### src/hw/rtl/sorted_table_range_search_unit_macros.svh
// ---------------------------------------------------------------------------
// Assertion macros for the sorted table range search unit
// Concurrent checks on a clock with a synchronous active-high reset.
// ---------------------------------------------------------------------------
`ifndef SORTED_TABLE_RANGE_SEARCH_UNIT_MACROS_SVH
`define SORTED_TABLE_RANGE_SEARCH_UNIT_MACROS_SVH

// same-cycle implication
`define SRS_ASSERT_HOLDS(label, clk, rst, pre, post) \
   label: assert property (@(posedge clk) disable iff (rst) (pre) |-> (post)) \
      else $error("srs check failed");

// next-cycle implication
`define SRS_ASSERT_NEXT(label, clk, rst, pre, post) \
   label: assert property (@(posedge clk) disable iff (rst) (pre) |=> (post)) \
      else $error("srs check failed");

`endif

### src/hw/rtl/srs_pkg.sv
// ---------------------------------------------------------------------------
// Sorted table range search package
// Shared types, codes and defaults of the range search unit.
// ---------------------------------------------------------------------------
package srs_pkg;

   localparam int SRS_DEPTH_DEFAULT = 1024;
   localparam int VALUE_W           = 32;
   localparam int INDEX_W           = 11;
   localparam int MODE_W            = 2;
   localparam int STATUS_W          = 2;

   localparam logic [MODE_W-1:0] MODE_CLEAR  = 2'd0;
   localparam logic [MODE_W-1:0] MODE_APPEND = 2'd1;

   localparam logic [STATUS_W-1:0] STATUS_QUERY_DONE = 2'd0;
   localparam logic [STATUS_W-1:0] STATUS_APPENDED   = 2'd1;
   localparam logic [STATUS_W-1:0] STATUS_CLEARED    = 2'd2;
   localparam logic [STATUS_W-1:0] STATUS_FULL       = 2'd3;

   localparam logic signed [INDEX_W-1:0] NONE_INDEX = '1;

   typedef enum logic [1:0] {
      ST_IDLE,
      ST_PROBE,
      ST_COMPARE,
      ST_FINISH
   } srs_state_type;

endpackage

### src/hw/rtl/srs_step.sv
// ---------------------------------------------------------------------------
// Range search probe step
// Compares one fetched element with the target and narrows the search window.
// ---------------------------------------------------------------------------
module srs_step
   import srs_pkg::*;
#(
   parameter int AddrWidth  = $clog2(SRS_DEPTH_DEFAULT),
   parameter int CountWidth = $clog2(SRS_DEPTH_DEFAULT + 1)
) (
   input  logic                      toward_right,
   input  logic [CountWidth-1:0]     lo,
   input  logic [CountWidth-1:0]     hi,
   input  logic [AddrWidth-1:0]      mid,
   input  logic signed [VALUE_W-1:0] data,
   input  logic signed [VALUE_W-1:0] target,
   output logic [CountWidth-1:0]     lo_next,
   output logic [CountWidth-1:0]     hi_next,
   output logic                      hit
);

   logic [CountWidth-1:0] mid_ext;
   logic                  equal;
   logic                  less;

   assign mid_ext = CountWidth'(mid);
   assign equal   = (data == target);
   assign less    = (data < target);

   // window is [lo, hi), hi exclusive
   always_comb begin
      lo_next = lo;
      hi_next = hi;
      hit     = 1'b0;
      if (equal) begin
         hit = 1'b1;
         if (toward_right) begin
            lo_next = mid_ext + CountWidth'(1);
         end else begin
            hi_next = mid_ext;
         end
      end else if (less) begin
         lo_next = mid_ext + CountWidth'(1);
      end else begin
         hi_next = mid_ext;
      end
   end

endmodule

### config.mk
export PLATFORM = sky130hd
export DESIGN_NAME = srs_step
export DESIGN_NICKNAME = d
export VERILOG_FILES = /design/src/hw/rtl/sorted_table_range_search_unit_macros.svh /design/src/hw/rtl/srs_pkg.sv /design/src/hw/rtl/srs_step.sv
export SDC_FILE = /design/constraint.sdc
export NUM_CORES = 1
export LEC_CHECK = 0
export BUFFER_PORTS_ARGS = -buffer_cell sky130_fd_sc_hd__buf_2
export CORE_MARGIN = 5
export CORE_UTILIZATION = 35
export DETAILED_ROUTE_END_ITERATION = 12
export GPL_ROUTABILITY_DRIVEN = 1
export GPL_TIMING_DRIVEN = 0
export MAX_ROUTING_LAYER = met4
export PLACE_DENSITY = 0.78
export RECOVER_POWER = 50
export SLEW_MARGIN = 5
export SYNTH_ARGS = -nofsm -noshare
export SYNTH_HDL_FRONTEND = slang
export SYNTH_SLANG_ARGS = --single-unit
### constraint.sdc
create_clock -name vclk -period 9.92
set_clock_uncertainty 0.1 [all_clocks]
set_input_delay 1.984 -clock vclk [all_inputs]
set_output_delay 1.984 -clock vclk [all_outputs]
set_load 0.02 [all_outputs]
## After elaboration in Yosys (flattened, before gate mapping)

Index checks and enable logic that the tools add are counted.

- Register bits: 0
- Input port bits: 97
- Output and inout bits: 23
- Word-level logic and storage cells: 10

- $add $sub $neg: 1
- Magnitude comparators: 1
- Equal/unequal tests: 1
- Muxes and demuxes: 7

Operators with widths:

| cell | number |
|---|---|
| two-way mux 11 bit | 6 |
| == test 32 bit | 1 |
| less-than comparator 32 bit | 1 |
| adder 10 x 1 -> 11 bit (second input constant) | 1 |
| two-way mux 1 bit | 1 |

## Logic depth before layout (Yosys ltp)

Gate-level depths: netlist (run 1).

- Depth after elaboration: 3
- Mapped depth: 9
- Depth with buffers taken out: 8

## Worst setup path before layout (run 1)

OpenSTA, ideal clock, no wires.

- Path type: input port to output port
- Start: input port target[14]
- End: output port lo_next[0]
- Arrival time: 3.955 ns
- Required time: 7.836 ns
- Slack: 3.881 ns
- Stages on the path: 9
- Path buffers: 1
- Path through: inv_1 -> ha_1 -> a21oi_1 -> nand2_1 -> a221o_1 -> o31a_1 -> o21ai_4 -> buf_12 -> mux2i_1

- Cells in the longest elaborated chain, start to end: 3
- Elaborated cells between the ends (all ways): 4
- Classes of those cells: order compare: 1; eq/ne: 1; mux: 2

Ends and longest elaborated chain:

| what | RTL line | RTL |
|---|---|---|
| start, declared | srs_step.sv:16 | `input logic signed [VALUE_W-1:0] target,` |
| less-than comparator 32 bit | srs_step.sv:28 | `assign less = (data < target);` |
| two-way mux 11 bit | srs_step.sv:42 | `end else if (less) begin` |
| two-way mux 11 bit * | srs_step.sv:35 | `if (equal) begin` |
| end, declared | srs_step.sv:17 | `output logic [CountWidth-1:0] lo_next,` |

Mark *: on every way between the ends. The rest lies on a longest branch, timed or not.

## Final worst setup path (run 1)

- Start: input port data[14]
- End: output port lo_next[3]

- Cells in the longest elaborated chain, start to end: 3
- Elaborated cells between the ends (all ways): 4
- Classes of those cells: order compare: 1; eq/ne: 1; mux: 2

Ends and longest elaborated chain:

| what | RTL line | RTL |
|---|---|---|
| start, declared | srs_step.sv:15 | `input logic signed [VALUE_W-1:0] data,` |
| less-than comparator 32 bit | srs_step.sv:28 |  |
| two-way mux 11 bit | srs_step.sv:42 |  |
| two-way mux 11 bit * | srs_step.sv:35 |  |

Marked as above.

==> impl_metrics.tcl, run 1 <==
set metrics [dict create \
    grt_max_degree 11 \
    power_frac_seq 0 \
    synth_compound_area_frac 0.125 \
    hold_viol 0 \
    portBuffers 120 \
    max_stage_delay_ns 0.64 \
    core_area_um2 3690 \
    period_needed_ns 7.07 \
    num_antenna_cells 0 \
    synth_nets 294 \
    crit_path_max_fanout 10 \
    place_congestion 0.771 \
    regArea_um2 0 \
    die_area_um2 5190 \
    fmax_mhz 141 \
    ant_nets 0 \
    layout-drive-gt1-share 0.482 \
    grt_pass1_wl_um 5830 \
    final_common_cell "buf_2" \
    synthAdderAreaFrac 0.307 \
    peakVddDrop_v 0.0000150 \
    leakage_nw 1.19 \
    yosys.area.top_type "ha_1" \
    yosys_warnings 0 \
    path_cells "buf_2, ha_1, a21oi_1, nand2_1, a221o_1, o31a_1, o21ai_0, clkbuf_1, mux2_2, buf_2" \
    yosys.area_share.simple 0.161 \
    fin_crit_sh 0.713 \
    crit_required_ns 7.84 \
    synth_top_family_by_area "adder cells" \
    ios 120 \
    area_growth_pct 44.7 \
    seq_area_frac_synth 0 \
    drv_slew 0 \
    holdWs_ns 4.20 \
    ys_types 33 \
    rows 22 \
    setup_viol 0 \
    power.switching_w 0.0000494 \
    die_h_um 72.0 \
    tightest_slew_ns 0.809 \
    n_clock_buffer 0 \
    ys_top_cells_by_area "ha_1 31%, mux2_4 20%, inv_1 10%, a21oi_1 4.5%, xnor2_1 3.9%" \
    max_cap_viol_count 0 \
    fin_nets 416 \
    grt_pass1_vias 1457 \
    rsz0062_at_grt "no" \
    flops_and_latches 0 \
    drt-total-wl_um 3740 \
    hold_path_class "in2out" \
    nFillCells 368 \
    vias 1544 \
    cts_hold_buffers 0 \
    power_w 0.0000998 \
    slowest_stage "o21ai_0" \
    avgViaCountPerCell 4.65 \
    synth_mux_area_frac 0.225 \
    arrival_ns 4.99 \
    cp-start-kind "input pin" \
    cp_num_buf_inv 3 \
    synth_xor_area_frac 0.0520 \
    end_kind "output port" \
    p_int_w 0.0000504 \
    switching_share 0.495 \
    dp_hpwl_um 3570 \
    relSlewSlack 0.455 \
    synth_top_area_share 0.307 \
    layout_common_cells "118 x buf_2, 36 x inv_1, 33 x ha_1" \
    mappedNetlistArea_um2 1350 \
    cts_setup_buffers 0 \
    wl_per_cell_um 11.3 \
    final_cell_area_um2 1950 \
    place_area_um2 2010 \
    crit_type "in2out" \
    cts_resized 0 \
    crit_top_cell "buf_2" \
    drcViolationCount 0 \
    tns_ns 0 \
    syn_avg_cell_area_um2 8.21 \
    pwr-share-comb 1.000 \
    grt.overflow.total 0 \
    drtIter0Drc 19 \
    p_clk_frac 0 \
    status "finished, final reports clean" \
    cp_top_family "compound AO/OA/AOI/OAI gates" \
    die_w_um 72.0 \
    synthCells 164 \
    firstDrtPassIters 4 \
    antenna_found_initial 0 \
    track_usage 0.135 \
    start_util 0.365 \
    power.density_nw_per_um2 51.2 \
]
==> final timing paths <==
check,start,end,depth (start not counted)
hold / removal,hi[10],hi_next[10],3
setup / recovery,data[14],lo_next[3],10
==> synthesized netlist by cell type <==
cell type,count
inv_1,36
nor4_1,1
a21o_1,2
o211ai_1,1
o31a_1,1
nand4_1,5
nand2b_1,1
mux2_2,2
o21ai_0,4
nor2b_1,1
nand4_2,1
xor2_1,2
and3_2,1
nor2_1,5
and4_1,1
or3_1,1
o21ai_4,1
ha_1,33
a21oi_1,12
nand4b_1,1
nor4_2,2
nand2_1,10
a21boi_0,1
mux2_4,18
a2111oi_0,1
xnor2_1,6
a221o_1,1
and2_1,1
mux2i_1,1
a22oi_1,2
nand3_1,6
nor3_1,1
buf_12,2
==> metal layers <==
layer	routed length, um	GRT usage	share of wire
met5	0	-	0
met4	0	0	0
met3	392	0.00970	0.10
met2	1910	0.270	0.51
met1	1440	0.152	0.39
==> cells by family after synthesis <==
group | count (synthesis)
AO/OA/AOI/OAI | 26
buffers and inverters | 38
adder cells (fa/ha/maj) | 33
AND/OR/NAND/NOR | 38
XOR/XNOR | 8
multiplexers | 21
==> metrics by stage <==
stage,utilization,worst slack (ns),std cells
floorplan,-,3.88,164
global placement,0.544,3.61,332
detailed placement,0.544,3.61,332
CTS,0.544,3.61,332
global route,0.528,2.66,332
finish,0.528,2.85,332
==> worst min-delay path, delay by kind of cell <==
family / cells / cell delay (ns)
simple gates: 1 / 0.10
buf+inv: 2 / 0.22
==> power groups by stage <==
| stage | clock network, W | registers [W] | logic, W |
|---|---|---|---|
| after floorplan | 0 | 0 | 0.0000696 |
| after global placement | 0 | 0 | 0.000106 |
| after detailed placement | 0 | 0 | 0.000107 |
| after CTS | 0 | 0 | 0.000108 |
| after global routing | 0 | 0 | 0.000112 |
| final | 0 | 0 | 0.0000998 |
==> final cells by class <==
class | instances | area (um^2) | share of cell area
plain buffers | 2 | 23.8 | 0.0122
inverters | 36 | 135 | 0.0694
multi-input cells | 126 | 1130 | 0.581
well taps | 48 | 60.1 | 0.0308
repair buffers | 120 | 598 | 0.307
(Power assumes the default switching activity.)
==> run 2: changes to the inputs <==
ABC_AREA = 1   (was unset)
PLACE_DENSITY = 0.72   (was 0.78)
clock period = 6.1 ns   (was 9.92 ns; I/O delays follow)
==> run 2 against run 1 <==
Net effect: clock-buffer cell count stayed put; utilization fell by 5.3 points; largest cell class unchanged; first-iteration DRC count increased to 4.2 times the previous value; global-route usage is 5.5 points higher; final cell count is 70% higher; worst setup slack worse by 1.5 ns.
==> impl_metrics.tcl, run 2 <==
set metrics [dict create \
    status "finished, final reports clean" \
    yosys.area.top_type "ha_1" \
    drcViolationCount 0 \
    rows 27 \
    ios 120 \
    die_w_um 84.2 \
    synth_top_area_share 0.214 \
    crit_path_max_fanout 10 \
    cts_setup_buffers 0 \
    crit_top_cell "nand2_1" \
    cp-startpoint "target[31]" \
    portBuffers 120 \
    num_antenna_cells 0 \
    regArea_um2 0 \
    max_cap_viol_count 0 \
    grt_pass1_vias 2712 \
    track_usage 0.189 \
    path_cells "buf_2, inv_1, ha_1, nand2_1, nor2_1, nand2_1, nor4_1, nand2_1, nand3_1, clkbuf_1, nand3_1, nand3_1, nand2_1, buf_2" \
    ys_top_cells_by_area "ha_1 21%, nand2_1 20%, nand3_1 19%, inv_1 15%, o21ai_0 5.5%" \
    antenna_found_initial 0 \
    tightest_slew_ns 0.518 \
    mappedNetlistArea_um2 1930 \
    layout_common_cells "119 x buf_2, 104 x nand2_1, 75 x inv_1" \
    hold_path_class "in2out" \
    synthCells 372 \
    peakVddDrop_v 0.0000455 \
    cts_resized 0 \
    drv_slew 0 \
    n_clock_buffer 0 \
    grt.overflow.total 0 \
    grt_max_degree 11 \
    nFillCells 624 \
    slowest_stage "clkbuf_1" \
    cp-start-kind "input pin" \
    fmax_mhz 210 \
    crit_required_ns 4.78 \
    yosys_warnings 0 \
    flops_and_latches 0 \
    syn_avg_cell_area_um2 5.18 \
    tns_ns 0 \
    die_h_um 84.2 \
    avgViaCountPerCell 4.74 \
    drtIter0Drc 80 \
    arrival_ns 3.45 \
    layout-drive-gt1-share 0.248 \
    firstDrtPassIters 4 \
    leakage_nw 1.69 \
    drt-total-wl_um 6730 \
    seq_area_frac_synth 0 \
    dp_hpwl_um 5870 \
    vias 2674 \
    area_growth_pct 34.3 \
    end_kind "output port" \
    synth.top_cells.by_count "104 x nand2_1, 75 x inv_1, 72 x nand3_1" \
    core_area_um2 5440 \
    wl_per_cell_um 11.9 \
    crit_type "in2out" \
    ys_types 18 \
    place_congestion 0.946 \
    crit_end "lo_next[7]" \
    multiInputGateArea_um2 1540 \
    yosysMostFrequentCell "nand2_1" \
    holdWs_ns 2.73 \
    rsz0062_at_grt "no" \
    ant_nets 0 \
    cts_hold_buffers 0 \
    synth_nets 502 \
    die_area_um2 7090 \
    start_util 0.354 \
    fin_nets 624 \
    relSlewSlack 0.655 \
    fin_crit_sh 0.782 \
    max_stage_delay_ns 0.43 \
    min_delay_path_depth 4 \
    hold_viol 0 \
    period_needed_ns 4.77 \
    power.density_nw_per_um2 90.9 \
    setup_viol 0 \
    grt_pass1_wl_um 11400 \
    final_common_cell "buf_2" \
]
## run 2: worst min path at each step
stage	start	end	slack, ns
after floorplan	hi[10]	hi_next[10]	2.54
after global placement	hi[10]	hi_next[10]	2.73
after detailed placement	hi[10]	hi_next[10]	2.72
after CTS	hi[10]	hi_next[10]	2.72
after global routing	lo[7]	lo_next[7]	2.75
final	hi[10]	hi_next[10]	2.73
## run 2: area by class of cell
cell class,count,share of cell area
repair buffers,120,0.229
plain buffers,16,0.0300
multi-input cells,281,0.597
well taps,72,0.0348
inverters,75,0.109
## run 2: cell families after synthesis
logic type | synth area share
adder cells (fa/ha/maj) | 0.214
AO/OA/AOI/OAI | 0.101
AND/OR/NAND/NOR | 0.457
XOR/XNOR | 0.0364
buffers and inverters | 0.190
## run 2: critical path, delay by kind of cell
family | cells | cell delay (ns)
buffers and inverters | 4 | 0.69
adders and majority gates | 1 | 0.35
and+or+nand+nor | 9 | 1.19
## run 2: layer usage
metal,wire [um],track usage,vias to the layer above
met5,0,-,-
met4,53,0.0278,0
met3,349,0.0137,6
met2,3330,0.336,77
met1,3000,0.240,1164
li1,-,-,1427
## run 2: metrics by stage
step,utilization,instance area [um^2],worst slack [ns],total power (W),std cells
final,0.476,2590,1.33,0.000235,564
after CTS,0.481,2620,1.53,0.000241,564
after global routing,0.476,2590,0.964,0.000267,564
after floorplan,-,1930,1.95,0.000152,372
after detailed placement,0.481,2620,1.53,0.000240,564
after global placement,0.481,2620,1.55,0.000235,564
## run 2: power by group
| group | internal (W) | switching [W] |
|---|---|---|
| clock | 0 | 0 |
| combinational | 0.0000912 | 0.000144 |
| sequential | 0 | 0 |
| total | 0.0000912 | 0.000144 |
